--- src/hw/rtl/nmpp_pkg.sv ---
// Package for the NMEA position and heading parser.
// Holds the word types of both channels and the fixed sentence offsets.
// No dependencies.
`default_nettype none

package nmpp_pkg;

    // One input word: a sentence character and its end marker.
    typedef struct packed {
        logic [7:0] char_byte;
        logic       last;
    } nmpp_in_t;

    // One result word, emitted once per sentence.
    typedef struct packed {
        logic        [6:0]  lat_degrees;
        logic signed [27:0] lat_microminutes;
        logic        [9:0]  lon_degrees;
        logic signed [27:0] lon_microminutes;
        logic        [13:0] heading_value;
        logic               heading_found;
    } nmpp_out_t;

    // Parsed values held between the parse stage and the output stage.
    typedef struct packed {
        logic [6:0]  lat_deg;
        logic [6:0]  lat_min;
        logic [19:0] lat_frac;
        logic        south;
        logic [9:0]  lon_deg;
        logic [6:0]  lon_min;
        logic [19:0] lon_frac;
        logic        west;
        logic [13:0] heading;
        logic        found;
    } nmpp_snap_t;

    // Character positions of the fixed-format fields.
    localparam logic [6:0] POS_LAT_DEG_LO  = 7'd18;
    localparam logic [6:0] POS_LAT_DEG_HI  = 7'd19;
    localparam logic [6:0] POS_LAT_MIN_LO  = 7'd20;
    localparam logic [6:0] POS_LAT_MIN_HI  = 7'd21;
    localparam logic [6:0] POS_LAT_FRAC_LO = 7'd23;
    localparam logic [6:0] POS_LAT_FRAC_HI = 7'd28;
    localparam logic [6:0] POS_NS          = 7'd30;
    localparam logic [6:0] POS_LON_DEG_LO  = 7'd32;
    localparam logic [6:0] POS_LON_DEG_HI  = 7'd34;
    localparam logic [6:0] POS_LON_MIN_LO  = 7'd35;
    localparam logic [6:0] POS_LON_MIN_HI  = 7'd36;
    localparam logic [6:0] POS_LON_FRAC_LO = 7'd38;
    localparam logic [6:0] POS_LON_FRAC_HI = 7'd43;
    localparam logic [6:0] POS_EW          = 7'd45;
    localparam logic [6:0] POS_MAX         = 7'd127;

    // Heading follows this comma; offsets within that field.
    localparam logic [3:0] HEADING_COMMA = 4'd8;
    localparam logic [2:0] OFFSET_MAX    = 3'd7;
    localparam logic [2:0] HDG_OFF_1     = 3'd1;
    localparam logic [2:0] HDG_OFF_2     = 3'd2;
    localparam logic [2:0] HDG_OFF_3     = 3'd3;
    localparam logic [2:0] HDG_OFF_5     = 3'd5;

    // Characters of interest.
    localparam logic [7:0] CH_0     = 8'h30;
    localparam logic [7:0] CH_9     = 8'h39;
    localparam logic [7:0] CH_COMMA = 8'h2C;
    localparam logic [7:0] CH_S     = 8'h53;
    localparam logic [7:0] CH_W     = 8'h57;

    // Index of each number's stop flag.
    localparam int ST_LAT_DEG  = 0;
    localparam int ST_LAT_MIN  = 1;
    localparam int ST_LAT_FRAC = 2;
    localparam int ST_LON_DEG  = 3;
    localparam int ST_LON_MIN  = 4;
    localparam int ST_LON_FRAC = 5;
    localparam int ST_HEADING  = 6;

    localparam logic [26:0] MICRO = 27'd1000000;

endpackage

`default_nettype wire

--- src/hw/rtl/nmea_position_heading_parser_top.sv ---
// Top level of the NMEA position and heading parser.
// Depends on nmpp_pkg for the word types and sentence offsets.
//
// Usage: the s_ channel carries one sentence character per word, with last
// set on the final character. Position 0 is the character after the previous
// last-marked one. The m_ channel carries one result word per sentence,
// holding latitude and longitude degrees, signed micro-minutes (negative for
// south or west) and the heading found after the eighth comma.
// Throughput: one character per cycle while s_ready is high, set by the
// update of the parse state registers; nothing iterates.
// The snapshot stage captures the finished values at the edge that accepts
// the last character; the output stage, where the minutes are scaled by one
// million, loads from it once the output register is empty or being taken,
// and m_valid rises as the output stage loads.
// Reset (aresetn low at a clock edge) clears the parse state and empties both
// stages. When the receiver stalls, one finished sentence waits in the output
// register and a second in the snapshot stage; once both are full, s_ready
// stays low for every character until m_ready frees a slot.
`default_nettype none

module nmea_position_heading_parser_top
    import nmpp_pkg::*;
(
    input  wire logic      aclk,
    input  wire logic      aresetn,
    input  wire logic      s_valid,
    output logic           s_ready,
    input  wire nmpp_in_t  s_data,
    output logic           m_valid,
    input  wire logic      m_ready,
    output nmpp_out_t      m_data
);

    // Parse state.
    logic [6:0]  pos_reg,       pos_next;
    logic [3:0]  comma_reg,     comma_next;
    logic [2:0]  offset_reg,    offset_next;
    logic [6:0]  lat_deg_reg,   lat_deg_next;
    logic [6:0]  lat_min_reg,   lat_min_next;
    logic [19:0] lat_frac_reg,  lat_frac_next;
    logic [9:0]  lon_deg_reg,   lon_deg_next;
    logic [6:0]  lon_min_reg,   lon_min_next;
    logic [19:0] lon_frac_reg,  lon_frac_next;
    logic [13:0] heading_reg,   heading_next;
    logic [6:0]  stop_reg,      stop_next;
    logic        south_reg,     south_next;
    logic        west_reg,      west_next;

    // Pipeline stages.
    nmpp_snap_t  snap_reg;
    logic        snap_valid_reg;
    nmpp_out_t   out_reg;
    logic        out_valid_reg;

    logic        in_fire;
    logic        out_load;
    logic        is_digit;
    logic [3:0]  digit;
    logic [7:0]  ch;
    logic [2:0]  off_inc;
    logic        found_next;
    logic [26:0] lat_mag;
    logic [26:0] lon_mag;
    logic [27:0] lat_mag_ext;
    logic [27:0] lon_mag_ext;

    // Handshake: the output stage frees the snapshot stage, which frees the input.
    assign out_load = snap_valid_reg && (!out_valid_reg || m_ready);
    assign s_ready  = !snap_valid_reg || out_load;
    assign in_fire  = s_valid && s_ready;
    assign m_valid  = out_valid_reg;
    assign m_data   = out_reg;

    assign ch       = s_data.char_byte;
    assign is_digit = (ch >= CH_0) && (ch <= CH_9);
    assign digit    = ch[3:0];
    assign off_inc  = (offset_reg < OFFSET_MAX) ? offset_reg + 3'd1 : OFFSET_MAX;

    // Next parse state for the current character.
    always_comb begin
        pos_next      = (pos_reg < POS_MAX) ? pos_reg + 7'd1 : POS_MAX;
        comma_next    = comma_reg;
        offset_next   = offset_reg;
        lat_deg_next  = lat_deg_reg;
        lat_min_next  = lat_min_reg;
        lat_frac_next = lat_frac_reg;
        lon_deg_next  = lon_deg_reg;
        lon_min_next  = lon_min_reg;
        lon_frac_next = lon_frac_reg;
        heading_next  = heading_reg;
        stop_next     = stop_reg;
        south_next    = south_reg;
        west_next     = west_reg;

        // Fixed-position fields; a non-digit freezes the number.
        if (pos_reg >= POS_LAT_DEG_LO && pos_reg <= POS_LAT_DEG_HI) begin
            if (!stop_reg[ST_LAT_DEG]) begin
                if (is_digit) begin
                    lat_deg_next = 7'(lat_deg_reg * 7'd10) + 7'(digit);
                end else begin
                    stop_next[ST_LAT_DEG] = 1'b1;
                end
            end
        end else if (pos_reg >= POS_LAT_MIN_LO && pos_reg <= POS_LAT_MIN_HI) begin
            if (!stop_reg[ST_LAT_MIN]) begin
                if (is_digit) begin
                    lat_min_next = 7'(lat_min_reg * 7'd10) + 7'(digit);
                end else begin
                    stop_next[ST_LAT_MIN] = 1'b1;
                end
            end
        end else if (pos_reg >= POS_LAT_FRAC_LO && pos_reg <= POS_LAT_FRAC_HI) begin
            if (!stop_reg[ST_LAT_FRAC]) begin
                if (is_digit) begin
                    lat_frac_next = 20'(lat_frac_reg * 20'd10) + 20'(digit);
                end else begin
                    stop_next[ST_LAT_FRAC] = 1'b1;
                end
            end
        end else if (pos_reg == POS_NS && ch == CH_S) begin
            south_next = 1'b1;
        end else if (pos_reg >= POS_LON_DEG_LO && pos_reg <= POS_LON_DEG_HI) begin
            if (!stop_reg[ST_LON_DEG]) begin
                if (is_digit) begin
                    lon_deg_next = 10'(lon_deg_reg * 10'd10) + 10'(digit);
                end else begin
                    stop_next[ST_LON_DEG] = 1'b1;
                end
            end
        end else if (pos_reg >= POS_LON_MIN_LO && pos_reg <= POS_LON_MIN_HI) begin
            if (!stop_reg[ST_LON_MIN]) begin
                if (is_digit) begin
                    lon_min_next = 7'(lon_min_reg * 7'd10) + 7'(digit);
                end else begin
                    stop_next[ST_LON_MIN] = 1'b1;
                end
            end
        end else if (pos_reg >= POS_LON_FRAC_LO && pos_reg <= POS_LON_FRAC_HI) begin
            if (!stop_reg[ST_LON_FRAC]) begin
                if (is_digit) begin
                    lon_frac_next = 20'(lon_frac_reg * 20'd10) + 20'(digit);
                end else begin
                    stop_next[ST_LON_FRAC] = 1'b1;
                end
            end
        end else if (pos_reg == POS_EW && ch == CH_W) begin
            west_next = 1'b1;
        end

        // Comma counting, then the heading digits after the eighth comma.
        if (comma_reg >= HEADING_COMMA) begin
            offset_next = off_inc;
            if (off_inc == HDG_OFF_1 || off_inc == HDG_OFF_2 ||
                off_inc == HDG_OFF_3 || off_inc == HDG_OFF_5) begin
                if (!stop_reg[ST_HEADING]) begin
                    if (is_digit) begin
                        heading_next = 14'(heading_reg * 14'd10) + 14'(digit);
                    end else begin
                        stop_next[ST_HEADING] = 1'b1;
                    end
                end
            end
        end else if (ch == CH_COMMA) begin
            comma_next  = comma_reg + 4'd1;
            offset_next = 3'd0;
        end
    end

    assign found_next = (comma_next >= HEADING_COMMA);

    // Parse state registers; cleared at reset and after each final character.
    always_ff @(posedge aclk) begin
        if (!aresetn || (in_fire && s_data.last)) begin
            pos_reg      <= 7'd0;
            comma_reg    <= 4'd0;
            offset_reg   <= 3'd0;
            lat_deg_reg  <= 7'd0;
            lat_min_reg  <= 7'd0;
            lat_frac_reg <= 20'd0;
            lon_deg_reg  <= 10'd0;
            lon_min_reg  <= 7'd0;
            lon_frac_reg <= 20'd0;
            heading_reg  <= 14'd0;
            stop_reg     <= 7'd0;
            south_reg    <= 1'b0;
            west_reg     <= 1'b0;
        end else if (in_fire) begin
            pos_reg      <= pos_next;
            comma_reg    <= comma_next;
            offset_reg   <= offset_next;
            lat_deg_reg  <= lat_deg_next;
            lat_min_reg  <= lat_min_next;
            lat_frac_reg <= lat_frac_next;
            lon_deg_reg  <= lon_deg_next;
            lon_min_reg  <= lon_min_next;
            lon_frac_reg <= lon_frac_next;
            heading_reg  <= heading_next;
            stop_reg     <= stop_next;
            south_reg    <= south_next;
            west_reg     <= west_next;
        end
    end

    // Snapshot stage: captures the finished values of a sentence.
    always_ff @(posedge aclk) begin
        if (!aresetn) begin
            snap_valid_reg <= 1'b0;
        end else if (in_fire && s_data.last) begin
            snap_valid_reg <= 1'b1;
        end else if (out_load) begin
            snap_valid_reg <= 1'b0;
        end
    end

    always_ff @(posedge aclk) begin
        if (in_fire && s_data.last) begin
            snap_reg.lat_deg  <= lat_deg_next;
            snap_reg.lat_min  <= lat_min_next;
            snap_reg.lat_frac <= lat_frac_next;
            snap_reg.south    <= south_next;
            snap_reg.lon_deg  <= lon_deg_next;
            snap_reg.lon_min  <= lon_min_next;
            snap_reg.lon_frac <= lon_frac_next;
            snap_reg.west     <= west_next;
            snap_reg.heading  <= found_next ? heading_next : 14'd0;
            snap_reg.found    <= found_next;
        end
    end

    // Micro-minutes: minutes scaled by one million plus the fraction.
    assign lat_mag     = 27'(snap_reg.lat_min) * MICRO + 27'(snap_reg.lat_frac);
    assign lon_mag     = 27'(snap_reg.lon_min) * MICRO + 27'(snap_reg.lon_frac);
    assign lat_mag_ext = {1'b0, lat_mag};
    assign lon_mag_ext = {1'b0, lon_mag};

    // Output stage.
    always_ff @(posedge aclk) begin
        if (!aresetn) begin
            out_valid_reg <= 1'b0;
        end else if (out_load) begin
            out_valid_reg <= 1'b1;
        end else if (m_ready) begin
            out_valid_reg <= 1'b0;
        end
    end

    always_ff @(posedge aclk) begin
        if (out_load) begin
            out_reg.lat_degrees      <= snap_reg.lat_deg;
            out_reg.lat_microminutes <= $signed(snap_reg.south ? -lat_mag_ext : lat_mag_ext);
            out_reg.lon_degrees      <= snap_reg.lon_deg;
            out_reg.lon_microminutes <= $signed(snap_reg.west ? -lon_mag_ext : lon_mag_ext);
            out_reg.heading_value    <= snap_reg.heading;
            out_reg.heading_found    <= snap_reg.found;
        end
    end

endmodule

`default_nettype wire
--- config.mk ---
export PLATFORM = sky130hd
export DESIGN_NAME = nmea_position_heading_parser_top
export DESIGN_NICKNAME = d
export VERILOG_FILES = /design/src/hw/rtl/nmpp_pkg.sv /design/src/hw/rtl/nmea_position_heading_parser_top.sv
export SDC_FILE = /design/constraint.sdc
export NUM_CORES = 1
export LEC_CHECK = 0
export ABC_AREA = 1
export BUFFER_PORTS_ARGS = -buffer_cell sky130_fd_sc_hd__buf_2
export CORE_UTILIZATION = 44
export CTS_CLUSTER_DIAMETER = 80
export DETAILED_ROUTE_END_ITERATION = 7
export GPL_TIMING_DRIVEN = 0
export SLEW_MARGIN = 20
export SYNTH_ARGS = -nofsm -noshare
export SYNTH_HDL_FRONTEND = slang
export SYNTH_SLANG_ARGS = --single-unit
--- constraint.sdc ---
create_clock -name aclk -period 6.8 [get_ports aclk]
set_input_delay 0.68 -clock aclk [delete_from_list [all_inputs] [get_ports aclk]]
set_output_delay 0.68 -clock aclk [all_outputs]
set_load 0.05 [all_outputs]
==> metrics.txt, run 1 <==
Total GRT Usage=approximately 22%; die area=around 52,000 um2; FF-to-FF path depth=20; Yosys cell types=62; Relative slew margins=approximately two fifths; total congestion overflow=0; async set or reset register ratio after synthesis=0%; clk_skew=0.0236 ns; worst path cell trace=fa_1, ha_1, inv_1, fa_1, inv_1, fa_1, ha_1, xor2_1, ha_1, nand2_1, nor3_1, nand2_1, nand2_2, nand3_4, xor2_1, nand2_1, nor2_4, nand3_1, nor2_1, nor2_1; slowest cell on the critical path=edfxtp_1; sequential fraction of the synthesis area=33.0%; Worst-Margin Slew=roughly 0.88 ns; kind of cell adding the most delay to the critical path=adder cells; worst r2r src=snap_reg[75]$_DFFE_PP_; Critical Path End Type=register; die width=229 um; crit path kind=register to register; worst skew pair latency=around 0.57 ns; CP Depth=20; synthesized area=between 20,000 and 25,000 um2; status=finished, final reports clean; Fmax achieved=roughly 0.19 GHz; Synth Register Bits=roughly 290; initial antenna violation count=1; vias in the first global route=around 18,000; Synth-to-Final Area Change=11.9%; Lkg Pwr=roughly 13 nW; Inserted Clock Buffers=35; critical path startpoint category=register; ranking of synthesized cells by area=edfxtp_1 23%, ha_1 14%, nand2_1 10%; Ant. Diodes=0; Layout Nets=roughly 3,400; pwr dens=231 nW/um2; # DRC=0; Avg Vias per Cell=around 5; Post-DRT Antenna Nets=0; Worst path max stage delay=around 0.6 ns; CP Buf/Inv Count=2; Final HPWL DP=~46,000 um; Rows=between 80 and 90; FF-to-FF End=m_data[80]$_SDFFCE_PN0P_; Die Ht=229 um; Iteration-0 DRC Markers=between 1,000 and 1,500; syn nets=3,242; commonest non-fill, non-tap cell in the layout=nand2_1; EDFF count, synth=~180; cts hold-fix bufs=0; Post-Syn Area per Cell=about 7.7 um2; post-synthesis instance total=2,932; crit path from=snap_reg[75]$_DFFE_PP_; clk slew on worst S/H paths=0.06 ns; Final Hold Fails=0; pre-CTS setup slack=between 1.5 and 2 ns; CTS HTree Levels=2; largest net degree at the start of global routing=53; CTS tree=built; Yosys warning count=0; GP Congestion=0.891; maximum root-to-sink buffer count=3; CTS Sinks=286; starting density of the core=between 40 and 50%; drt total wl=56,800 um; Routed WL per cell=15.0 um; fillcell total=roughly 5,000; worst setup margin=about 1.6 ns; final number of setup-violating endpoints=0; most frequent cells in the layout=613 x nand2_1, 501 x inv_1, 257 x ha_1; share of the synthesized area in the top cell type=23.3%; RSZ-0062 raised after global routing=no; Port Buf Inserts=~100; Peak VDD IR=0.166 mV; CORE AREA=50,500 um2; setup_tns=0 ns; CTS root buffer=clkbuf_16; DR pass1 iterations=7; Crit path required time=7.08 ns; leading area contributor after synthesis=edfxtp_1; crit path time final=between 5 and 6 ns; first-pass GRT wire length=between 90,000 and 100,000 um; worst-path fanout max=7; Critical Path End=m_data[80]$_SDFFCE_PN0P_; Max Slew Vio Count=0; prevailing post-synth register cell=edfxtp_1; # resized after CTS=0; layout cells sized above 1=about a tenth; reg2reg setup slack=around 1.6 ns; Min Hold Slack=approximately 0.35 ns; CP arrival=between 5 and 6 ns; Post-CTS Setup Inserts=0; Top Ports=103; period utilisation layout=76.7%; max-cap check violation count=0; Vias=approximately 19,000; Hold Path Class=input pin to register
==> how the worst min path moves through the flow <==
stage / endpoint / from / slack [ns] / depth (start not counted)
floorplan: m_data[0]$_DFFE_PP_ / snap_reg[0]$_DFFE_PP_ / 0.40 / 0
global placement: m_data[43]$_DFFE_PP_ / snap_reg[43]$_DFFE_PP_ / 0.41 / 0
detailed placement: m_data[6]$_DFFE_PP_ / snap_reg[6]$_SDFFCE_PN0P_ / 0.41 / 0
CTS: snap_valid_reg$_SDFFE_PN0P_ / aresetn / 0.32 / 3
global route: snap_valid_reg$_SDFFE_PN0P_ / aresetn / 0.36 / 3
finish: snap_valid_reg$_SDFFE_PN0P_ / aresetn / 0.35 / 3
==> Yosys cell counts (3+ instances only) <==
library cell / instances
nand2_1: 613
inv_1: 502
ha_1: 257
nor2_1: 243
edfxtp_1: 176
a21oi_1: 174
nand3_1: 166
o21ai_0: 164
dfxtp_1: 110
xor2_1: 87
nand4_1: 49
xnor2_1: 48
fa_1: 40
o21ai_1: 34
nand2_2: 32
clkbuf_1: 30
nor3_1: 24
nor2_2: 18
or2_2: 15
a31oi_1: 14
nand3b_1: 10
o21ai_2: 10
inv_2: 9
nand3_2: 8
o211ai_1: 8
buf_2: 7
buf_1: 6
xor2_2: 6
a21o_1: 5
buf_6: 5
nor3_2: 5
nor2_4: 4
o21a_1: 4
o21bai_1: 4
o22ai_1: 4
o22ai_2: 4
mux2i_1: 3
or2_1: 3
==> tightest hold or removal path, cell delays in order <==
cell	delay, ns
buf_2	0.10
nand2_1	0.05
inv_1	0.04
==> where the power goes <==
| group | switching (mW) | internal [mW] | leakage, nW |
|---|---|---|---|
| Clock | 0.781 | 1.13 | 0.572 |
| Combinational | 1.26 | 0.657 | 9.47 |
| Sequential | 0.0609 | 1.97 | 2.57 |
| Total | 2.10 | 3.76 | 12.6 |
==> stage by stage <==
stage          instance area, um2  cells  util, %  power [mW]
3_3_place_gp                24000   3706     47.6        3.94
2_1_floorplan               22700   2932        -        3.57
3_5_place_dp                24200   3711     47.9        3.98
5_1_grt                     25400   3775     50.3        6.24
4_1_cts                     25400   3775     50.3        5.92
6_report                    25400   3775     50.3        5.86
==> per-layer routing <==
layer  share of wire, %  track usage, %  vias to the layer above
met1                 49            30.6                     8801
met2                 44            34.7                      442
met3                5.4            3.17                       81
met4                2.3            6.56                        2
met5              0.023               0                        -
li1                   -               -                     9856
==> layout make-up <==
type / count / area, um2 / share of cell area (%)
Multi-Input combinational cell: 2083 / 13000 / 51.4
Sequential cell: 286 / 7490 / 29.5
Inverter: 513 / 1930 / 7.61
Clock buffer: 43 / 956 / 3.77
Tap cell: 672 / 841 / 3.31
Timing Repair Buffer: 107 / 648 / 2.55
Buffer: 50 / 241 / 0.952
Clock inverter: 21 / 236 / 0.932
==> kinds of logic (layout without fill, tap and decap cells) <==
kind of cell / Yosys count / in the layout / share of synthesized area (%)
AND/OR/NAND/NOR: 1201 / 1201 / 23.2
buffers and inverters: 563 / 734 / 9.57
AO/OA/AOI/OAI: 439 / 439 / 10.6
adder cells (fa/ha/maj): 297 / 297 / 17.7
flip-flops: 286 / 286 / 33.0
XOR/XNOR: 143 / 143 / 5.79
multiplexers: 3 / 3 / 0.132
(Power assumes the default switching activity.)
==> run 2: changes to the inputs <==
==> constraint.sdc (replaced) <==
create_clock -name aclk -period 4.7 [get_ports aclk]
set_input_delay 0.47 -clock aclk [delete_from_list [all_inputs] [get_ports aclk]]
set_output_delay 0.47 -clock aclk [all_outputs]
set_load 0.05 [all_outputs]
==> metrics.txt, run 2 (synthesized netlist as in run 1, its figures left out) <==
first-pass GRT wire length=93,600 um (was 92,800 um); crit path from=snap_reg[39]$_DFFE_PP_ (was snap_reg[75]$_DFFE_PP_); slowest cell on the critical path=fa_1 (was edfxtp_1); Avg Vias per Cell=5.09 (was 5.08); Fmax achieved=0.212 GHz (was 0.192 GHz); Max Slew Vio Count=0 (unchanged); failing checks=setup timing; fillcell total=4,903 (was 4,951); Synth-to-Final Area Change=15.9% (was 11.9%); layout cells sized above 1=14.5% (was 9.93%); GP Congestion=0.894 (was 0.891); Critical Path End=m_data[42]$_SDFFCE_PN0P_ (was m_data[80]$_SDFFCE_PN0P_); Final Hold Fails=0 (unchanged); cts hold-fix bufs=0 (unchanged); CP arrival=5.00 ns (was 5.50 ns); FF-to-FF End=m_data[42]$_SDFFCE_PN0P_ (was m_data[80]$_SDFFCE_PN0P_); CTS HTree Levels=2 (unchanged); FF-to-FF path depth=22 (was 20); period utilisation layout=100% (was 76.7%); drt total wl=58,200 um (was 56,800 um); Ant. Diodes=0 (unchanged); status=finished, violations left (was finished, final reports clean); Worst-Margin Slew=0.866 ns (was 0.880 ns); most frequent cells in the layout=585 x nand2_1, 493 x inv_1, 244 x ha_1 (was 613 x nand2_1, 501 x inv_1, 257 x ha_1); pre-CTS setup slack=-0.498 ns (was 1.58 ns); Critical Path End Type=register (unchanged); DP Area=24,200 um2 (about the same); CTS Sinks=286 (unchanged); critical path startpoint category=register (unchanged); Inserted Clock Buffers=35 (unchanged); worst setup margin=-0.0197 ns (was 1.59 ns); vias in the first global route=18,500 (was 18,200); die width=229 um (unchanged); maximum root-to-sink buffer count=3 (unchanged); final number of setup-violating endpoints=2 (was 0); worst path cell trace=buf_6, fa_1, ha_1, inv_2, fa_1, inv_2, fa_1, ha_4, xor2_4, ha_4, a21oi_2, o21ai_1, a21oi_1, nand2_2, xnor2_2, inv_2, nor2_2, nand3_2, nor2_4, nand2_2, nor2_2, nor2_1 (was fa_1, ha_1, inv_1, fa_1, inv_1, fa_1, ha_1, xor2_1, ha_1, nand2_1, nor3_1, nand2_1, nand2_2, nand3_4, xor2_1, nand2_1, nor2_4, nand3_1, nor2_1, nor2_1); Min Hold Slack=0.115 ns (was 0.345 ns); Final HPWL DP=45,000 um (was 45,800 um); total congestion overflow=0 (unchanged); Iteration-0 DRC Markers=1,216 (was 1,150); Final Cell Area=26,300 um2 (was 25,400 um2); clk slew on worst S/H paths=0.06 ns (about the same); Rows=82 (unchanged); clk_skew=0.0232 ns (was 0.0236 ns); largest net degree at the start of global routing=48 (was 53); Crit path required time=4.98 ns (was 7.08 ns); max-cap check violation count=0 (unchanged); worst r2r src=snap_reg[39]$_DFFE_PP_ (was snap_reg[75]$_DFFE_PP_); crit path kind=register to register (unchanged); initial antenna violation count=0 (was 1); Hold Path Class=input pin to register (unchanged); worst skew pair latency=0.57 ns (about the same); Layout Nets=3,437 (was 3,386); die area=52,500 um2 (unchanged); Port Buf Inserts=102 (unchanged); Top Ports=103 (unchanged); Post-DRT Antenna Nets=0 (unchanged); # DRC=0 (unchanged); Vias=19,500 (was 19,200); Die Ht=229 um (unchanged); CORE AREA=50,500 um2 (unchanged); reg2reg setup slack=-0.02 ns (was 1.59 ns); Power Total=8.96 mW (was 5.86 mW); pwr dens=341 nW/um2 (was 231 nW/um2); starting density of the core=44.9% (unchanged); Routed WL per cell=15.2 um (was 15.0 um); Total GRT Usage=22.0% (was 21.8%); Peak VDD IR=0.173 mV (was 0.166 mV); crit path time final=4.72 ns (was 5.21 ns); Lkg Pwr=12.9 nW (was 12.6 nW); worst-path fanout max=3 (was 7); Relative slew margins=42.2% (was 41.3%); DR pass1 iterations=5 (was 7); RSZ-0062 raised after global routing=yes (was no); setup_tns=-0.0369 ns (was 0 ns); commonest non-fill, non-tap cell in the layout=nand2_1 (unchanged); Worst path max stage delay=0.53 ns (was 0.59 ns); CTS tree=built (unchanged); CTS root buffer=clkbuf_16 (unchanged)
-- run 2: cell count changes in the layout (fill, tap and decap cells not counted), moves of 9 or more --
cell	delta
buf_4	+46
a21oi_2	+9
nand2_2	+26
ha_1	-13
ha_4	+12
nand3_1	-9
nor2_2	+10
a21oi_1	-9
nor2_1	-14
nand2_1	-28
-- run 2: power breakdown --
group / leakage (nW) / internal (mW) / total [mW] / switching [mW]
clock network: 0.556 / 1.53 / 2.72 / 1.19
logic: 9.79 / 1.27 / 3.31 / 2.05
registers: 2.57 / 2.85 / 2.93 / 0.0776
total: 12.9 / 5.65 / 8.96 / 3.31
-- run 2: worst max-delay path, delay by kind of cell, from the launching register on --
kind | cells | cell delay, ns
DFF | 1 | 0.40
xor gates and xnor gates | 2 | 0.39
buffers and inverters | 4 | 0.31
adders and majority gates | 6 | 2.40
and+or+nand+nor | 7 | 0.63
AOI/OAI and AO/OA | 3 | 0.31
-- run 2: how the worst min path moves through the flow --
stage / from / end / cells after the start
2_1_floorplan: snap_reg[0]$_DFFE_PP_ / m_data[0]$_DFFE_PP_ / 0
4_1_cts: aresetn / snap_valid_reg$_SDFFE_PN0P_ / 3
3_3_place_gp: snap_reg[83]$_DFFE_PP_ / m_data[83]$_DFFE_PP_ / 0
6_report: aresetn / snap_valid_reg$_SDFFE_PN0P_ / 3
5_1_grt: aresetn / snap_valid_reg$_SDFFE_PN0P_ / 3
3_5_place_dp: snap_reg[50]$_DFFE_PP_ / m_data[50]$_DFFE_PP_ / 0
-- run 2: per-layer routing --
| metal | up-vias | global-route usage [%] | wire (um) |
|---|---|---|---|
| met5 | - | 0 | 0 |
| met4 | 0 | 6.40 | 1480 |
| met3 | 77 | 2.85 | 2770 |
| met2 | 405 | 35.3 | 25800 |
| met1 | 9024 | 30.9 | 28100 |
| li1 | 9951 | - | - |
-- run 2: per-stage QoR --
step                      instances  utilization [%]
final                          3826             52.1
after global routing           3826             52.1
after CTS                      3804             51.0
after detailed placement       3712             48.0
after global placement         3706             47.7
after floorplan                2932                -
-- run 2: repair_timing --
action	4_1_cts	5_1_grt
setup buffers	28	24
setup endpoints to repair	15	17
pin swaps	31	39
gates resized for setup	27	88
-- run 2: area by class of cell --
cell class / count / area, um2 / share of cell area, %
buffer: 50 / 241 / 0.919
clock inverter: 24 / 275 / 1.05
multi-input combinational: 2083 / 13600 / 51.6
inverter: 513 / 1930 / 7.36
tap: 672 / 841 / 3.20
clock buffer: 40 / 895 / 3.40
sequential: 286 / 7490 / 28.5
timing repair buffer: 158 / 1050 / 4.01
==> run 3: changes to the inputs <==
--- a/config.mk
+++ b/config.mk
@@ -11,6 +11,8 @@
 export CTS_CLUSTER_DIAMETER = 80
 export DETAILED_ROUTE_END_ITERATION = 7
 export GPL_TIMING_DRIVEN = 0
+export HOLD_SLACK_MARGIN = 0.1
+export MAX_ROUTING_LAYER = met4
 export SLEW_MARGIN = 20
 export SYNTH_ARGS = -nofsm -noshare
 export SYNTH_HDL_FRONTEND = slang
==> metrics.txt, run 3 (synthesized netlist as in run 1, its figures left out) <==
FF-to-FF End=m_data[79]$_DFFE_PP_ (was m_data[42]$_SDFFCE_PN0P_); critical path startpoint category=register (unchanged); starting density of the core=44.9% (unchanged); crit path kind=register to register (unchanged); initial antenna violation count=0 (unchanged); Routed WL per cell=15.4 um (was 15.2 um); die width=229 um (unchanged); CTS HTree Levels=2 (unchanged); Peak VDD IR=0.271 mV (was 0.173 mV); Hold Path Class=input pin to register (unchanged); CP arrival=4.99 ns (was 5.00 ns); fillcell total=4,881 (was 4,903); most frequent cells in the layout=587 x nand2_1, 497 x inv_1, 245 x ha_1 (was 585 x nand2_1, 493 x inv_1, 244 x ha_1); critical hold path startpoint=aresetn (unchanged); crit path from=snap_reg[75]$_DFFE_PP_ (was snap_reg[39]$_DFFE_PP_); Layout Nets=3,435 (was 3,437); drt total wl=58,700 um (was 58,200 um); Avg Vias per Cell=5.07 (was 5.09); worst r2r src=snap_reg[75]$_DFFE_PP_ (was snap_reg[39]$_DFFE_PP_); final number of setup-violating endpoints=0 (was 2); total congestion overflow=0 (unchanged); worst-path fanout max=4 (was 3); Synth-to-Final Area Change=15.4% (was 15.9%); slowest cell on the critical path=fa_1 (unchanged); cts hold-fix bufs=0 (unchanged); Hold EP=snap_valid_reg$_SDFFE_PN0P_ (unchanged); Lkg Pwr=12.9 nW (about the same); Iteration-0 DRC Markers=1,052 (was 1,216); clk slew on worst S/H paths=0.06 ns (about the same); layout cells sized above 1=13.6% (was 14.5%); period utilisation layout=99.6% (was 100%); Fmax achieved=0.214 GHz (was 0.212 GHz); Top Ports=103 (unchanged); Worst path max stage delay=0.55 ns (was 0.53 ns); clk_skew=0.0224 ns (was 0.0232 ns); RSZ-0062 raised after global routing=yes (unchanged); FF-to-FF path depth=22 (unchanged); Max Slew Vio Count=0 (unchanged); pre-CTS setup slack=-0.487 ns (was -0.498 ns); Inserted Clock Buffers=37 (was 35); worst skew pair latency=0.55 ns (was 0.57 ns); max-cap check violation count=0 (unchanged); Critical Path End Type=register (unchanged); CORE AREA=50,500 um2 (unchanged); CTS Sinks=286 (unchanged); Hold Path Stages=3 (unchanged); Ant. Diodes=0 (unchanged); Vias=19,400 (was 19,500); status=finished, final reports clean (was finished, violations left); Final HPWL DP=45,600 um (was 45,000 um); Placed Cells incl. Taps=3,712 (unchanged); Total GRT Usage=23.0% (was 22.0%); first-pass GRT wire length=94,300 um (was 93,600 um); CTS tree=built (unchanged); largest net degree at the start of global routing=50 (was 48); die area=52,500 um2 (unchanged); GP Congestion=0.924 (was 0.894); Rows=82 (unchanged); Crit path required time=5.00 ns (was 4.98 ns); worst path cell trace=fa_1, ha_1, inv_2, fa_1, inv_2, fa_1, ha_4, xor2_1, ha_1, nand2_2, o21ai_1, a21oi_2, nand2_2, nand3_4, o21ai_2, nand2_2, nor2_1, nand3_1, nand2_1, nand3_1, nand2_1, inv_1 (was buf_6, fa_1, ha_1, inv_2, fa_1, inv_2, fa_1, ha_4, xor2_4, ha_4, a21oi_2, o21ai_1, a21oi_1, nand2_2, xnor2_2, inv_2, nor2_2, nand3_2, nor2_4, nand2_2, nor2_2, nor2_1); worst setup margin=0.0180 ns (was -0.0197 ns); CTS root buffer=clkbuf_16 (unchanged); maximum root-to-sink buffer count=3 (unchanged); Post-DRT Antenna Nets=0 (unchanged); Final Hold Fails=0 (unchanged); Port Buf Inserts=102 (unchanged); kind of cell adding the most delay to the critical path=adder cells (unchanged); Die Ht=229 um (unchanged); commonest non-fill, non-tap cell in the layout=nand2_1 (unchanged); Layout Cells excl Fill=3,825 (was 3,826); reg2reg setup slack=0.02 ns (was -0.02 ns); CP Buf/Inv Count=3 (was 4); Worst-Margin Slew=0.888 ns (was 0.866 ns); vias in the first global route=18,500 (about the same); crit path time final=4.68 ns (was 4.72 ns); pwr dens=342 nW/um2 (was 341 nW/um2); DR pass1 iterations=5 (unchanged); # DRC=0 (unchanged); Relative slew margins=40.8% (was 42.2%)
-- run 3: changes by cell type in the layout (fill, tap and decap cells not counted), sizes merged --
| cell | before | now |
|---|---|---|
| buf | 178 | 174 |
| clkbuf | 70 | 78 |
| clkinv | 12 | 11 |
| clkinvlp | 5 | 3 |
| inv | 518 | 516 |
-- run 3: where the power goes --
| group | internal [mW] | leakage [nW] | switching, mW |
|---|---|---|---|
| Combinational | 1.24 | 9.76 | 2.05 |
| Sequential | 2.85 | 2.57 | 0.0789 |
| Clock | 1.61 | 0.559 | 1.12 |
-- run 3: final cells by class --
cell class | instances | area (um2) | share of cell area, %
multi-input cells | 2083 | 13500 | 51.5
repair buffers | 154 | 1020 | 3.91
well taps | 672 | 841 | 3.21
clock inverters | 19 | 160 | 0.612
clock buffers | 48 | 997 | 3.81
inverters | 513 | 1930 | 7.39
flip-flops and latches | 286 | 7490 | 28.6
plain buffers | 50 | 241 | 0.923
-- run 3: routing by layer --
layer / wire, um / track usage [%] / part of all wire (%)
met1: 28400 / 30.8 / 48
met2: 26300 / 35.9 / 45
met3: 2720 / 2.96 / 4.6
met4: 1400 / 7.25 / 2.4
met5: 0 / - / 0
-- run 3: worst max path at each step --
stage	to	slack, ns	cells after the start
floorplan	m_data[42]$_SDFFCE_PN0P_	0.02	20
global placement	m_data[42]$_SDFFCE_PN0P_	-0.43	20
detailed placement	m_data[42]$_SDFFCE_PN0P_	-0.49	20
CTS	m_data[42]$_SDFFCE_PN0P_	-0.03	22
global route	m_data[79]$_DFFE_PP_	-0.26	22
finish	m_data[79]$_DFFE_PP_	0.02	22
-- run 3: through the flow --
stage	utilization [%]	total power, mW	TNS [ns]	hold WS, ns	area, um2
2_1_floorplan	-	5.18	0	0.400	22700
4_1_cts	50.8	8.70	-0.0319	0.140	25600
3_3_place_gp	47.7	5.71	-27.80	0.407	24100
3_5_place_dp	48.0	5.77	-4.82	0.405	24200
5_1_grt	51.8	9.54	-1.57	0.152	26200
6_report	51.8	8.96	0	0.171	26200
-- run 3: timing repair --
action	4_1_cts	5_1_grt
setup buffers	19	28
pin swaps	24	44
resized for setup	20	76
hold endpoints to repair	0	0
endpoints found under the setup margin	15	18
-- run 3: worst min-delay path: stages --
cell and delay, ns:
buf_2 0.10, nand2_1 0.05, inv_1 0.05
